`src/hw/rtl/clm_pkg.sv`:
```
// ============================================================================
// clm_pkg: shared types for the circular linked list manager
// Request and response payloads, operation kinds, controller states and the
// command and status bundles between the controller and the datapath.
// ============================================================================
`default_nettype none

package clm_pkg;

    // Width of the entry index fields on the ports.
    localparam int ENTRY_W = 4;

    // Operation kinds carried in the request's kind field.
    typedef enum logic [2:0] {
        KIND_REMOVE      = 3'd0,
        KIND_REMOVE_HEAD = 3'd1,
        KIND_INS_AFTER   = 3'd2,
        KIND_INS_BEFORE  = 3'd3,
        KIND_ADD_HEAD    = 3'd4,
        KIND_ADD_TAIL    = 3'd5
    } kind_t;

    typedef struct packed {
        logic [2:0]         kind;
        logic               list_select;
        logic [ENTRY_W-1:0] entry_index;
        logic [ENTRY_W-1:0] target_index;
    } req_t;

    typedef struct packed {
        logic [ENTRY_W-1:0] result_entry;
        logic               done_res;
        logic               misuse;
    } rsp_t;

    typedef enum logic [1:0] {
        ST_INIT,
        ST_IDLE,
        ST_STEP1,
        ST_STEP2
    } state_t;

    // Controller to datapath.
    typedef struct packed {
        logic init_wr;
        logic load;
        logic step1;
        logic step2;
    } cmd_t;

    // Datapath to controller.
    typedef struct packed {
        logic init_last;
        logic slot_free;
    } sts_t;

endpackage

`default_nettype wire

```
`src/hw/rtl/circular_linked_list_manager_top.sv`:
```
// ============================================================================
// circular_linked_list_manager_top: circular doubly linked list pool manager
// Keeps a pool of entries threaded into a free list and an allocated list,
// and removes, inserts and adds entries on request.
// ============================================================================
//
//  Channel   Direction  Handshake              Payload
//  --------  ---------  ---------------------  ----------------------------
//  req       in         req_valid / req_stall  kind, list, entry, target
//  rsp       out        rsp_valid / rsp_stall  result entry, done, misuse
//
// Each transaction reads the links of the entry and of its neighbor from the
// two link memories in the accepting cycle, then writes the link memories,
// which have one write port each, in two steps.
// After reset a clearing pass over all ENTRY_COUNT entries rebuilds the free list;
// req_stall stays high during it.
// The result sits in an output register, so a finished result waiting on
// rsp_stall does not hold off the next request; only the final write step
// of a later transaction waits for the output register to free up.
//
`default_nettype none

module circular_linked_list_manager_top #(
    parameter int ENTRY_COUNT = 16
) (
    input  wire logic          clk,
    input  wire logic          rst_n,
    input  wire logic          req_valid,
    output logic               req_stall,
    input  wire clm_pkg::req_t req,
    output logic               rsp_valid,
    input  wire logic          rsp_stall,
    output clm_pkg::rsp_t      rsp
);

    // Command and status bundles between the sequencer and the datapath.
    clm_pkg::cmd_t cmd;
    clm_pkg::sts_t sts;

    // The sequencer owns the request handshake and step ordering.
    clm_controller u_ctrl (
        .clk       (clk),
        .rst_n     (rst_n),
        .req_valid (req_valid),
        .req_stall (req_stall),
        .sts       (sts),
        .cmd       (cmd)
    );

    // The datapath owns the link memories, list heads and result register.
    clm_datapath #(
        .ENTRY_COUNT (ENTRY_COUNT)
    ) u_dp (
        .clk       (clk),
        .rst_n     (rst_n),
        .req       (req),
        .cmd       (cmd),
        .sts       (sts),
        .rsp_stall (rsp_stall),
        .rsp_valid (rsp_valid),
        .rsp       (rsp)
    );

endmodule

`default_nettype wire

```
`src/hw/rtl/clm_datapath.sv`:
```
// ============================================================================
// clm_datapath: link memories, list heads and result register
// Holds the next and prev link memories, the two list heads, the captured
// request and the output register, and performs the writes that the
// controller sequences.
// ============================================================================
`default_nettype none

module clm_datapath #(
    parameter int ENTRY_COUNT = 16
) (
    input  wire logic          clk,
    input  wire logic          rst_n,
    input  wire clm_pkg::req_t req,
    input  wire clm_pkg::cmd_t cmd,
    output clm_pkg::sts_t      sts,
    input  wire logic          rsp_stall,
    output logic               rsp_valid,
    output clm_pkg::rsp_t      rsp
);

    localparam int ENT_W  = clm_pkg::ENTRY_W;
    localparam int LINK_W = $clog2(ENTRY_COUNT);
    localparam int IDX_W  = (LINK_W > ENT_W) ? LINK_W : ENT_W;
    localparam logic [IDX_W:0]    COUNT_V  = (IDX_W + 1)'(ENTRY_COUNT);
    localparam logic [LINK_W-1:0] LAST_IDX = LINK_W'(ENTRY_COUNT - 1);

    logic [LINK_W-1:0] next_mem [ENTRY_COUNT];
    logic [LINK_W-1:0] prev_mem [ENTRY_COUNT];

    logic [LINK_W-1:0] next_a_reg, prev_a_reg, next_b_reg, prev_b_reg;
    logic [LINK_W-1:0] rd_addr_a, rd_addr_b;

    logic              nx_we, pv_we;
    logic [LINK_W-1:0] nx_wa, nx_wd, pv_wa, pv_wd;

    logic [2:0]        kind_reg;
    logic              lst_reg;
    logic [LINK_W-1:0] ent_reg, tgt_reg;
    logic [ENT_W-1:0]  res_reg;
    logic              ok_reg;

    logic [LINK_W-1:0] head_reg  [2];
    logic [LINK_W-1:0] head_next [2];
    logic [1:0]        present_reg, present_next;

    logic [LINK_W-1:0] init_cnt_reg, init_cnt_next;

    logic              out_valid_reg, out_valid_next;
    clm_pkg::rsp_t     out_reg;

    // Request decode, evaluated in the accepting cycle.
    logic [IDX_W-1:0]  e_wide, t_wide;
    logic              e_ok, t_ok, ok_d;
    logic [LINK_W-1:0] req_head;
    logic              req_present;
    logic [ENT_W-1:0]  res_d;

    assign e_wide      = IDX_W'(req.entry_index);
    assign t_wide      = IDX_W'(req.target_index);
    assign e_ok        = {1'b0, e_wide} < COUNT_V;
    assign t_ok        = {1'b0, t_wide} < COUNT_V;
    assign req_head    = head_reg[req.list_select];
    assign req_present = present_reg[req.list_select];

    always_comb
    begin
        ok_d      = 1'b0;
        rd_addr_a = LINK_W'(e_wide);
        rd_addr_b = LINK_W'(t_wide);
        res_d     = req.entry_index;
        case (req.kind)
            clm_pkg::KIND_REMOVE:
            begin
                ok_d = e_ok && req_present;
            end
            clm_pkg::KIND_REMOVE_HEAD:
            begin
                ok_d      = req_present;
                rd_addr_a = req_head;
                if (req_present)
                begin
                    res_d = ENT_W'(req_head);
                end
            end
            clm_pkg::KIND_INS_AFTER, clm_pkg::KIND_INS_BEFORE:
            begin
                ok_d = e_ok && t_ok;
            end
            clm_pkg::KIND_ADD_HEAD, clm_pkg::KIND_ADD_TAIL:
            begin
                ok_d      = e_ok;
                rd_addr_b = req_head;
            end
            default:
            begin
                ok_d = 1'b0;
            end
        endcase
    end

    always_ff @(posedge clk)
    begin
        if (cmd.load)
        begin
            kind_reg <= req.kind;
            lst_reg  <= req.list_select;
            ent_reg  <= rd_addr_a;
            tgt_reg  <= rd_addr_b;
            res_reg  <= res_d;
            ok_reg   <= ok_d;
        end
    end

    // Operation decode on the captured request and the link snapshot.
    logic self_ok, lst_present, is_unlink, is_after, is_before, is_add;
    logic eff, misuse_d, unlink_en, after_en, before_en;

    assign self_ok     = (next_a_reg == ent_reg) && (prev_a_reg == ent_reg);
    assign lst_present = present_reg[lst_reg];
    assign is_unlink   = (kind_reg == clm_pkg::KIND_REMOVE)
                      || (kind_reg == clm_pkg::KIND_REMOVE_HEAD);
    assign is_after    = (kind_reg == clm_pkg::KIND_INS_AFTER);
    assign is_before   = (kind_reg == clm_pkg::KIND_INS_BEFORE);
    assign is_add      = (kind_reg == clm_pkg::KIND_ADD_HEAD)
                      || (kind_reg == clm_pkg::KIND_ADD_TAIL);
    assign eff         = ok_reg && (!is_add || self_ok);
    assign misuse_d    = is_add && ok_reg && !self_ok;
    assign unlink_en   = eff && is_unlink;
    assign after_en    = eff && is_after;
    // Adding to a present list splices in front of its head.
    assign before_en   = eff && (is_before || (is_add && lst_present));

    // Link memory write selection. Step one writes the entry's links or
    // its neighbors' bypass; step two splices it in or self-links it.
    always_comb
    begin
        nx_we = 1'b0;
        nx_wa = ent_reg;
        nx_wd = ent_reg;
        pv_we = 1'b0;
        pv_wa = ent_reg;
        pv_wd = ent_reg;
        if (cmd.init_wr)
        begin
            nx_we = 1'b1;
            nx_wa = init_cnt_reg;
            nx_wd = (init_cnt_reg == LAST_IDX) ? '0 : init_cnt_reg + 1'b1;
            pv_we = 1'b1;
            pv_wa = init_cnt_reg;
            pv_wd = (init_cnt_reg == '0) ? LAST_IDX : init_cnt_reg - 1'b1;
        end
        else if (cmd.step1)
        begin
            if (unlink_en)
            begin
                nx_we = 1'b1;
                nx_wa = prev_a_reg;
                nx_wd = next_a_reg;
                pv_we = 1'b1;
                pv_wa = next_a_reg;
                pv_wd = prev_a_reg;
            end
            else if (after_en)
            begin
                nx_we = 1'b1;
                nx_wd = next_b_reg;
                pv_we = 1'b1;
                pv_wd = tgt_reg;
            end
            else if (before_en)
            begin
                nx_we = 1'b1;
                nx_wd = tgt_reg;
                pv_we = 1'b1;
                pv_wd = prev_b_reg;
            end
        end
        else if (cmd.step2)
        begin
            if (unlink_en)
            begin
                nx_we = 1'b1;
                pv_we = 1'b1;
            end
            else if (after_en)
            begin
                nx_we = 1'b1;
                nx_wa = tgt_reg;
                pv_we = 1'b1;
                pv_wa = next_b_reg;
            end
            else if (before_en)
            begin
                nx_we = 1'b1;
                nx_wa = prev_b_reg;
                pv_we = 1'b1;
                pv_wa = tgt_reg;
            end
        end
    end

    // The link snapshot is taken in the accepting cycle and held through
    // both write steps, however long the second one waits.
    always_ff @(posedge clk)
    begin
        if (nx_we)
        begin
            next_mem[nx_wa] <= nx_wd;
        end
        if (pv_we)
        begin
            prev_mem[pv_wa] <= pv_wd;
        end
        if (cmd.load)
        begin
            next_a_reg <= next_mem[rd_addr_a];
            prev_a_reg <= prev_mem[rd_addr_a];
            next_b_reg <= next_mem[rd_addr_b];
            prev_b_reg <= prev_mem[rd_addr_b];
        end
    end

    // List heads change only in the second step.
    always_comb
    begin
        head_next    = head_reg;
        present_next = present_reg;
        if (cmd.step2)
        begin
            if (unlink_en && (head_reg[lst_reg] == ent_reg))
            begin
                if (ent_reg != next_a_reg)
                begin
                    head_next[lst_reg] = next_a_reg;
                end
                else
                begin
                    head_next[lst_reg]    = '0;
                    present_next[lst_reg] = 1'b0;
                end
            end
            if (eff && is_add
                && ((kind_reg == clm_pkg::KIND_ADD_HEAD) || !lst_present))
            begin
                head_next[lst_reg]    = ent_reg;
                present_next[lst_reg] = 1'b1;
            end
        end
    end

    assign init_cnt_next  = cmd.init_wr ? init_cnt_reg + 1'b1 : init_cnt_reg;
    assign out_valid_next = cmd.step2 ? 1'b1 : (out_valid_reg && rsp_stall);

    always_ff @(posedge clk or negedge rst_n)
    begin
        if (!rst_n)
        begin
            head_reg[0]   <= '0;
            head_reg[1]   <= '0;
            present_reg   <= 2'b01;
            init_cnt_reg  <= '0;
            out_valid_reg <= 1'b0;
        end
        else
        begin
            head_reg      <= head_next;
            present_reg   <= present_next;
            init_cnt_reg  <= init_cnt_next;
            out_valid_reg <= out_valid_next;
        end
    end

    always_ff @(posedge clk)
    begin
        if (cmd.step2)
        begin
            out_reg.result_entry <= res_reg;
            out_reg.done_res     <= eff;
            out_reg.misuse       <= misuse_d;
        end
    end

    assign sts.init_last = (init_cnt_reg == LAST_IDX);
    assign sts.slot_free = !out_valid_reg || !rsp_stall;
    assign rsp_valid     = out_valid_reg;
    assign rsp           = out_reg;

endmodule

`default_nettype wire

```
`src/hw/rtl/clm_controller.sv`:
```
// ============================================================================
// clm_controller: operation sequencer
// Runs the link memory clearing pass after reset, then takes one request at
// a time through its read and two write steps.
// ============================================================================
`default_nettype none

module clm_controller (
    input  wire logic          clk,
    input  wire logic          rst_n,
    input  wire logic          req_valid,
    output logic               req_stall,
    input  wire clm_pkg::sts_t sts,
    output clm_pkg::cmd_t      cmd
);

    clm_pkg::state_t state_reg, state_next;

    always_ff @(posedge clk or negedge rst_n)
    begin
        if (!rst_n)
        begin
            state_reg <= clm_pkg::ST_INIT;
        end
        else
        begin
            state_reg <= state_next;
        end
    end

    always_comb
    begin
        state_next = state_reg;
        cmd        = '0;
        req_stall  = 1'b1;
        case (state_reg)
            clm_pkg::ST_INIT:
            begin
                cmd.init_wr = 1'b1;
                if (sts.init_last)
                begin
                    state_next = clm_pkg::ST_IDLE;
                end
            end
            clm_pkg::ST_IDLE:
            begin
                req_stall = 1'b0;
                if (req_valid)
                begin
                    cmd.load   = 1'b1;
                    state_next = clm_pkg::ST_STEP1;
                end
            end
            clm_pkg::ST_STEP1:
            begin
                cmd.step1  = 1'b1;
                state_next = clm_pkg::ST_STEP2;
            end
            clm_pkg::ST_STEP2:
            begin
                // The last write and the result load wait for a free slot.
                if (sts.slot_free)
                begin
                    cmd.step2  = 1'b1;
                    state_next = clm_pkg::ST_IDLE;
                end
            end
            default:
            begin
                state_next = clm_pkg::ST_INIT;
            end
        endcase
    end

endmodule

`default_nettype wire

```
`config.mk`:
```
export PLATFORM = sky130hd
export DESIGN_NAME = circular_linked_list_manager_top
export DESIGN_NICKNAME = d
export VERILOG_FILES = /design/src/hw/rtl/clm_pkg.sv /design/src/hw/rtl/circular_linked_list_manager_top.sv /design/src/hw/rtl/clm_datapath.sv /design/src/hw/rtl/clm_controller.sv
export SDC_FILE = /design/constraint.sdc
export NUM_CORES = 1
export LEC_CHECK = 0
export ABC_AREA = 1
export BUFFER_PORTS_ARGS = -buffer_cell sky130_fd_sc_hd__buf_2
export CAP_MARGIN = 25
export CORE_ASPECT_RATIO = 1.25
export CORE_UTILIZATION = 25
export CTS_BUF_LIST = sky130_fd_sc_hd__clkbuf_8
export CTS_CLUSTER_DIAMETER = 50
export DETAILED_ROUTE_END_ITERATION = 16
export SETUP_SLACK_MARGIN = 0.02
export SLEW_MARGIN = 20
export SYNTH_ARGS = -nofsm -noshare
export SYNTH_HDL_FRONTEND = slang
export SYNTH_SLANG_ARGS = --single-unit
export TNS_END_PERCENT = 20
```
`constraint.sdc`:
```
create_clock -name clk -period 2.8 [get_ports clk]
set_clock_uncertainty 0.15 [all_clocks]
set_input_delay 0.14 -clock clk [delete_from_list [all_inputs] [get_ports clk]]
set_output_delay 0.14 -clock clk [all_outputs]
set_load 0.02 [all_outputs]
```
# Word-level counts from Yosys, hierarchy flattened
# Memories as Yosys holds them, arrays and structs flattened. A register that Yosys moved wholly into a read port is not among the register bits.
# Index checks and enable logic that the tools add are counted.
# word_totals
mem_bits_rw,128
ff_bits,40
memories,2
in_bits,16
# classes
eq_ne,21
n_reduce_logical,33
n_addsub,2
n_mux,71
n_lt_le_gt_ge,6
n_bitwise,7
# mem_list
memory,depth,width,read_ports,rd_ports_with_merged_regs,wr,line_no,source
u_dp.next_mem,16,4,2,2,1,clm_datapath.sv:28,logic [LINK_W-1:0] next_mem [ENTRY_COUNT];
u_dp.prev_mem,16,4,2,2,1,clm_datapath.sv:29,logic [LINK_W-1:0] prev_mem [ENTRY_COUNT];
# op_table
cell,count
4-bit 2-to-1 mux,33
8-bit 2-to-1 mux,4
1-bit 2-to-1 mux,21
8-bit bitwise mux,2
1-bit logical AND,14
2-bit 2-to-1 mux,7
3-bit by 2-bit equality test with 1-bit output (second input constant),4
3-bit equality test (second input constant),4
4-bit equality test,3
8-bit bitwise AND,1
8-bit NOT,1
2-bit one-hot mux with 4 select lines,1
3-bit by 1-bit equality test with 1-bit output (second input constant),2
3-bit zero test,2
1-bit logical OR,6
2-bit != test (second input constant),3
1-bit zero test,5
4-bit by 1-bit adder with 4-bit output (second input constant),1
4-bit demux with 1-bit select,1
2-bit equality test (second input constant),2
4-bit equality test (second input constant),1
2-bit >= comparator (second input constant),2
4-bit zero test,1
1-bit by 2-bit < comparator with 1-bit output (second input constant),2
other kinds (15),17

# Logic depth before layout (Yosys ltp)
# depth
depth_word,14
mapped_depth,19

# By module
# Synthesis repeated with hierarchy kept, for this count alone.
# unflattened
hier_cells,1143
area_unflattened_um2,10268.6
# modules_own_cells
module,cells_each,n_inst,seq_area_each_um2,area_each_um2
clm_datapath,1117,1,5391.4,10069.7
clm_controller,26,1,50.0,198.9

# Worst setup path before layout
# Ideal clock, no wire load.
# synth_timing
path_kind,flip-flop to flip-flop
startpoint,register u_dp.ent_reg[0]
endpoint,memory u_dp.next_mem[0][0] (netlist bit) (data pin)
period_less_slack_ns,2.619
slack_ns,0.181
t_required_ns,2.320
stages_incl_launch_ff,14
setup_ns,0.330
t_arrival_ns,2.139
cell_sequence,edfxtp_1 buf_6 inv_4 nand2_2 nand2_2 nand2_2 nor2_4 nand2_4 nand2_8 nand3_4 buf_6 nand3_2 a31oi_1 o21ai_0
# synth_between
elab_chain_cells,10
# synth_lines
element,line_no,source
"start, declared",clm_datapath.sv:39,"logic [LINK_W-1:0] ent_reg, tgt_reg;"
"start signal, assigned",clm_datapath.sv:108,ent_reg <= rd_addr_a;
4-bit equality test,clm_datapath.sv:119,assign self_ok = (next_a_reg == ent_reg) && (prev_a_reg == ent_reg);
1-bit logical AND,clm_datapath.sv:119,
1-bit logical OR,clm_datapath.sv:127,assign eff = ok_reg && (!is_add || self_ok);
1-bit logical AND,clm_datapath.sv:127,
1-bit logical AND,clm_datapath.sv:132,assign before_en = eff && (is_before || (is_add && lst_present));
4-bit 2-to-1 mux,clm_datapath.sv:171,else if (before_en)
4-bit 2-to-1 mux,clm_datapath.sv:164,else if (after_en)
4-bit 2-to-1 mux,clm_datapath.sv:155,if (unlink_en)
4-bit 2-to-1 mux (*),clm_datapath.sv:153,else if (cmd.step1)
4-bit 2-to-1 mux (*),clm_datapath.sv:144,if (cmd.init_wr)
via u_dp.nx_wd[0],clm_datapath.sv:35,"logic [LINK_W-1:0] nx_wa, nx_wd, pv_wa, pv_wd;"
"end, declared",clm_datapath.sv:28,
# The timed path passes the listed nets; every way through them passes the cells marked *.

# Final worst setup path
# layout_timing
startpoint,"register u_dp.prev_a_reg[3], read port of u_dp.prev_mem"
endpoint,"memory u_dp.next_mem[2][0] (netlist bit), enable pin"
# layout_between
elab_chain_cells,13
# layout_lines
element,line_no,source
"start, declared",clm_datapath.sv:31,"logic [LINK_W-1:0] next_a_reg, prev_a_reg, next_b_reg, prev_b_reg;"
4-bit equality test (*),clm_datapath.sv:119,
1-bit logical AND (*),clm_datapath.sv:119,
1-bit logical OR (*),clm_datapath.sv:127,
1-bit logical AND (*),clm_datapath.sv:127,
via u_dp.eff,clm_datapath.sv:117,"logic eff, misuse_d, unlink_en, after_en, before_en;"
1-bit logical AND,clm_datapath.sv:132,
1-bit 2-to-1 mux,"clm_datapath.sv:171, clm_datapath.sv:193",
1-bit 2-to-1 mux,"clm_datapath.sv:164, clm_datapath.sv:186",
1-bit 2-to-1 mux,"clm_datapath.sv:155, clm_datapath.sv:181",
1-bit 2-to-1 mux,clm_datapath.sv:179,else if (cmd.step2)
1-bit 2-to-1 mux,clm_datapath.sv:153,
1-bit 2-to-1 mux,clm_datapath.sv:144,
1-bit 2-to-1 mux,clm_datapath.sv:207,if (nx_we)
1-bit 2-to-1 mux (not written as such),clm_datapath.sv:209,next_mem[nx_wa] <= nx_wd;
# Marks and branches as above.

==> flow_metrics.env <==
export IMPL_drt_initial_drc_count=653
export IMPL_final_cell_mix="250 x nand2_1, 167 x edfxtp_1, 127 x inv_1"
export IMPL_rsz0062_at_grt="true"
export IMPL_io_buffers=23
export IMPL_path_common_cell="nand2_4"
export IMPL_drt_pass1_iterations=5
export IMPL_overflow=0
export IMPL_synth_seq_cells=184
export IMPL_ys_flop_type="edfxtp_1"
export IMPL_period_share_pct=102
export IMPL_grt_start_max_net_pins=69
export IMPL_ir_drop_v=0.000528
export IMPL_whs_ns=0.00510
export IMPL_synth_distinct_cells=51
export IMPL_final_common_cell="nand2_1"
export IMPL_crit_fanout=6
export IMPL_dp_hpwl_um=21200
export IMPL_fin_ws_ns=-0.0569
export IMPL_failed_checks="negative setup slack"
export IMPL_clkSinkCount=184
export IMPL_p_per_area_nw_per_um2=885
export IMPL_slew_viol_final=0
export IMPL_htree_levels=4
export IMPL_worstMarginPinSlew_ns=0.851
export IMPL_cts_buffers=17
export IMPL_slew_headroom_pct=43.1
export IMPL_grt_use_met3_pct=2.21
export IMPL_p_total_mw=11.1
export IMPL_yosysTopAreaCell="edfxtp_1"
export IMPL_wl_per_cell_um=16.6
export IMPL_syn_area_per_cell_sq_um=9.12
export IMPL_cpPeakStageDelay_ns=0.46
export IMPL_setup_tns_final_ns=-0.585
export IMPL_routed_wl_um=29500
export IMPL_ys_seq_area_share_pct=53.4
export IMPL_synth_edf_count=167
export IMPL_hold_class="in2async"
export IMPL_start_util_pct=25.4
export IMPL_cp_arrival_ns=2.93
export IMPL_yosysWarnings=0
export IMPL_drive_above_1_share_pct=21.6
export IMPL_setup_violations=20
export IMPL_synthTopCellsByArea="edfxtp_1 49%, nand2_1 9.7%, o211ai_1 7.6%"
export IMPL_core_area_sq_um=40100
export IMPL_vias=8566
export IMPL_syn_area_sq_um=10200
export IMPL_status="complete, but fails checks"
export IMPL_grt_use_met2_pct=25.5
export IMPL_async_flop_share_pct=9.24
export IMPL_synth_nets=1139
export IMPL_use_met1_pct=16.6
export IMPL_max_cap_violations=0
export IMPL_grt_pass1_vias=8256
export IMPL_cp_start_kind="register"
export IMPL_period_needed_ns=2.86
export IMPL_viasPerCell=4.81
export IMPL_ios=24
export IMPL_endpoint_kind="register"
export IMPL_gp_congestion=0.941
export IMPL_clk_latency_ns=0.51
export IMPL_final_hold_viol_count=0
export IMPL_p_leak_nw=4.88
export IMPL_crit_type="reg2reg"
export IMPL_dieArea_sq_um=41600
export IMPL_track_usage_pct=14.5
export IMPL_synth_top_area_share_pct=49.2
export IMPL_cts_root_buf="clkbuf_8"
export IMPL_cp_required_ns=2.88
export IMPL_die_y_um=228
export IMPL_max_freq_mhz=350
export IMPL_rows=82
export IMPL_grt_pass1_wl_um=45300
export IMPL_busiest_layer="met2"
export IMPL_ant_nets=0
export IMPL_nNetsFinal=1244
export IMPL_fillers=4126
export IMPL_cts_tree="done"
export IMPL_die_width_um=183
export IMPL_clk_path_buf_depth=2
export IMPL_antenna_found_initial=1
export IMPL_worstPathCellList="xnor2_1 -> nand2_1 -> nor2_2 -> nand2_4 -> buf_6 -> a21oi_4 -> nand3_2 -> nand3_2 -> nand2_4 -> o21ai_4 -> nand2_2 -> nand2_4 -> nand2_4 -> nor2_1 -> buf_4"
export IMPL_slowest_stage="edfxtp_1"
export IMPL_area_growth_pct=23.4
export IMPL_drcViolationCount=0
export IMPL_netlist_instances=1117
export IMPL_clk_pin_slew_ns=0.10
cell type report:
cell class	count	area, sq um	area share (%)
diodes	1	2.50	0.0199
flip-flops and latches	184	5440	43.3
clock buffers	17	234	1.86
well taps	546	683	5.44
clock inverters	15	160	1.27
repair buffers	145	1270	10.1
inverters	135	510	4.06
multi-input cells	739	4260	33.9
critical path: cells and delay by family, from the launching register on:
family                 cells  cell delay [ns]
AND/OR/NAND/NOR           10             1.04
AO/OA/AOI/OAI              2             0.46
XOR/XNOR                   1             0.19
buffers and inverters      2             0.27
flip-flops                 1             0.46
metal layers:
metal	share of wire (%)	up-vias
li1	-	4109
met1	40	4117
met2	52	274
met3	4.6	66
met4	3.9	0
met5	0	-
synth_stat cells, drive strengths merged, types with 6 or more instances:
| master | count |
|---|---|
| clkbuf | 29 |
| nand2 | 280 |
| o221ai | 17 |
| dfrtp | 16 |
| o211ai | 103 |
| nand3 | 97 |
| nor2 | 68 |
| ha | 6 |
| a21oi | 47 |
| buf | 30 |
| o21ai | 80 |
| edfxtp | 167 |
| inv | 131 |
stage by stage:
step	cell area (sq um)	worst slack (ns)	cells	util [%]
after floorplan	10200	0.181	1117	-
after global placement	11600	0.0175	1730	29.0
after detailed placement	11600	-0.0468	1730	29.0
after CTS	12200	0.00297	1775	30.4
after global routing	12600	-0.174	1782	31.3
final	12600	-0.0569	1782	31.3
power breakdown:
part	total [mW]	internal, mW	switching (mW)
registers	4.20	3.97	0.233
logic	5.11	1.70	3.41
clock network	1.81	0.739	1.07
path summary, 6_finish.rpt:
path,start,to,slack (ns),depth (start not counted)
min in group clk,req[0],u_dp.tgt_reg[0]$_DFFE_PP_,0.08,4
max in group asynchronous,rst_n,u_dp.head_reg[0]$_DFFE_PN0P_,1.23,3
hold / removal,rst_n,asynchronous set/reset pin,0.005,2
setup / recovery,u_dp.prev_a_reg[3]$_DFFE_PP_,u_dp.next_mem[2][0]$_DFFE_PP_,-0.06,15
setup reg to reg,u_dp.prev_a_reg[3]$_DFFE_PP_,u_dp.next_mem[2][0]$_DFFE_PP_,-0.06,15
hold reg to reg,u_dp.res_reg[1]$_DFFE_PP_,u_dp.rsp[3]$_DFFE_PP_,0.28,0
cells by family after synthesis:
logic type	Yosys count	synth area share, %
xor gates and xnor gates	9	0.774
AOI/OAI and AO/OA	263	17.0
DFF	184	53.4
and+or+nand+nor	461	20.2
adders and majority gates	6	0.737
buffers and inverters	194	7.88
repair_timing:
action                                  CTS  global route
hold endpoints to repair                 30             0
pin swaps                                 1            26
gates resized for setup                   8            85
buffers inserted                          1             8
hold buffers                             12             0
cloned                                    0             0
endpoints found under the setup margin   50           144
Note: power is estimated with default switching activity, not from simulation.
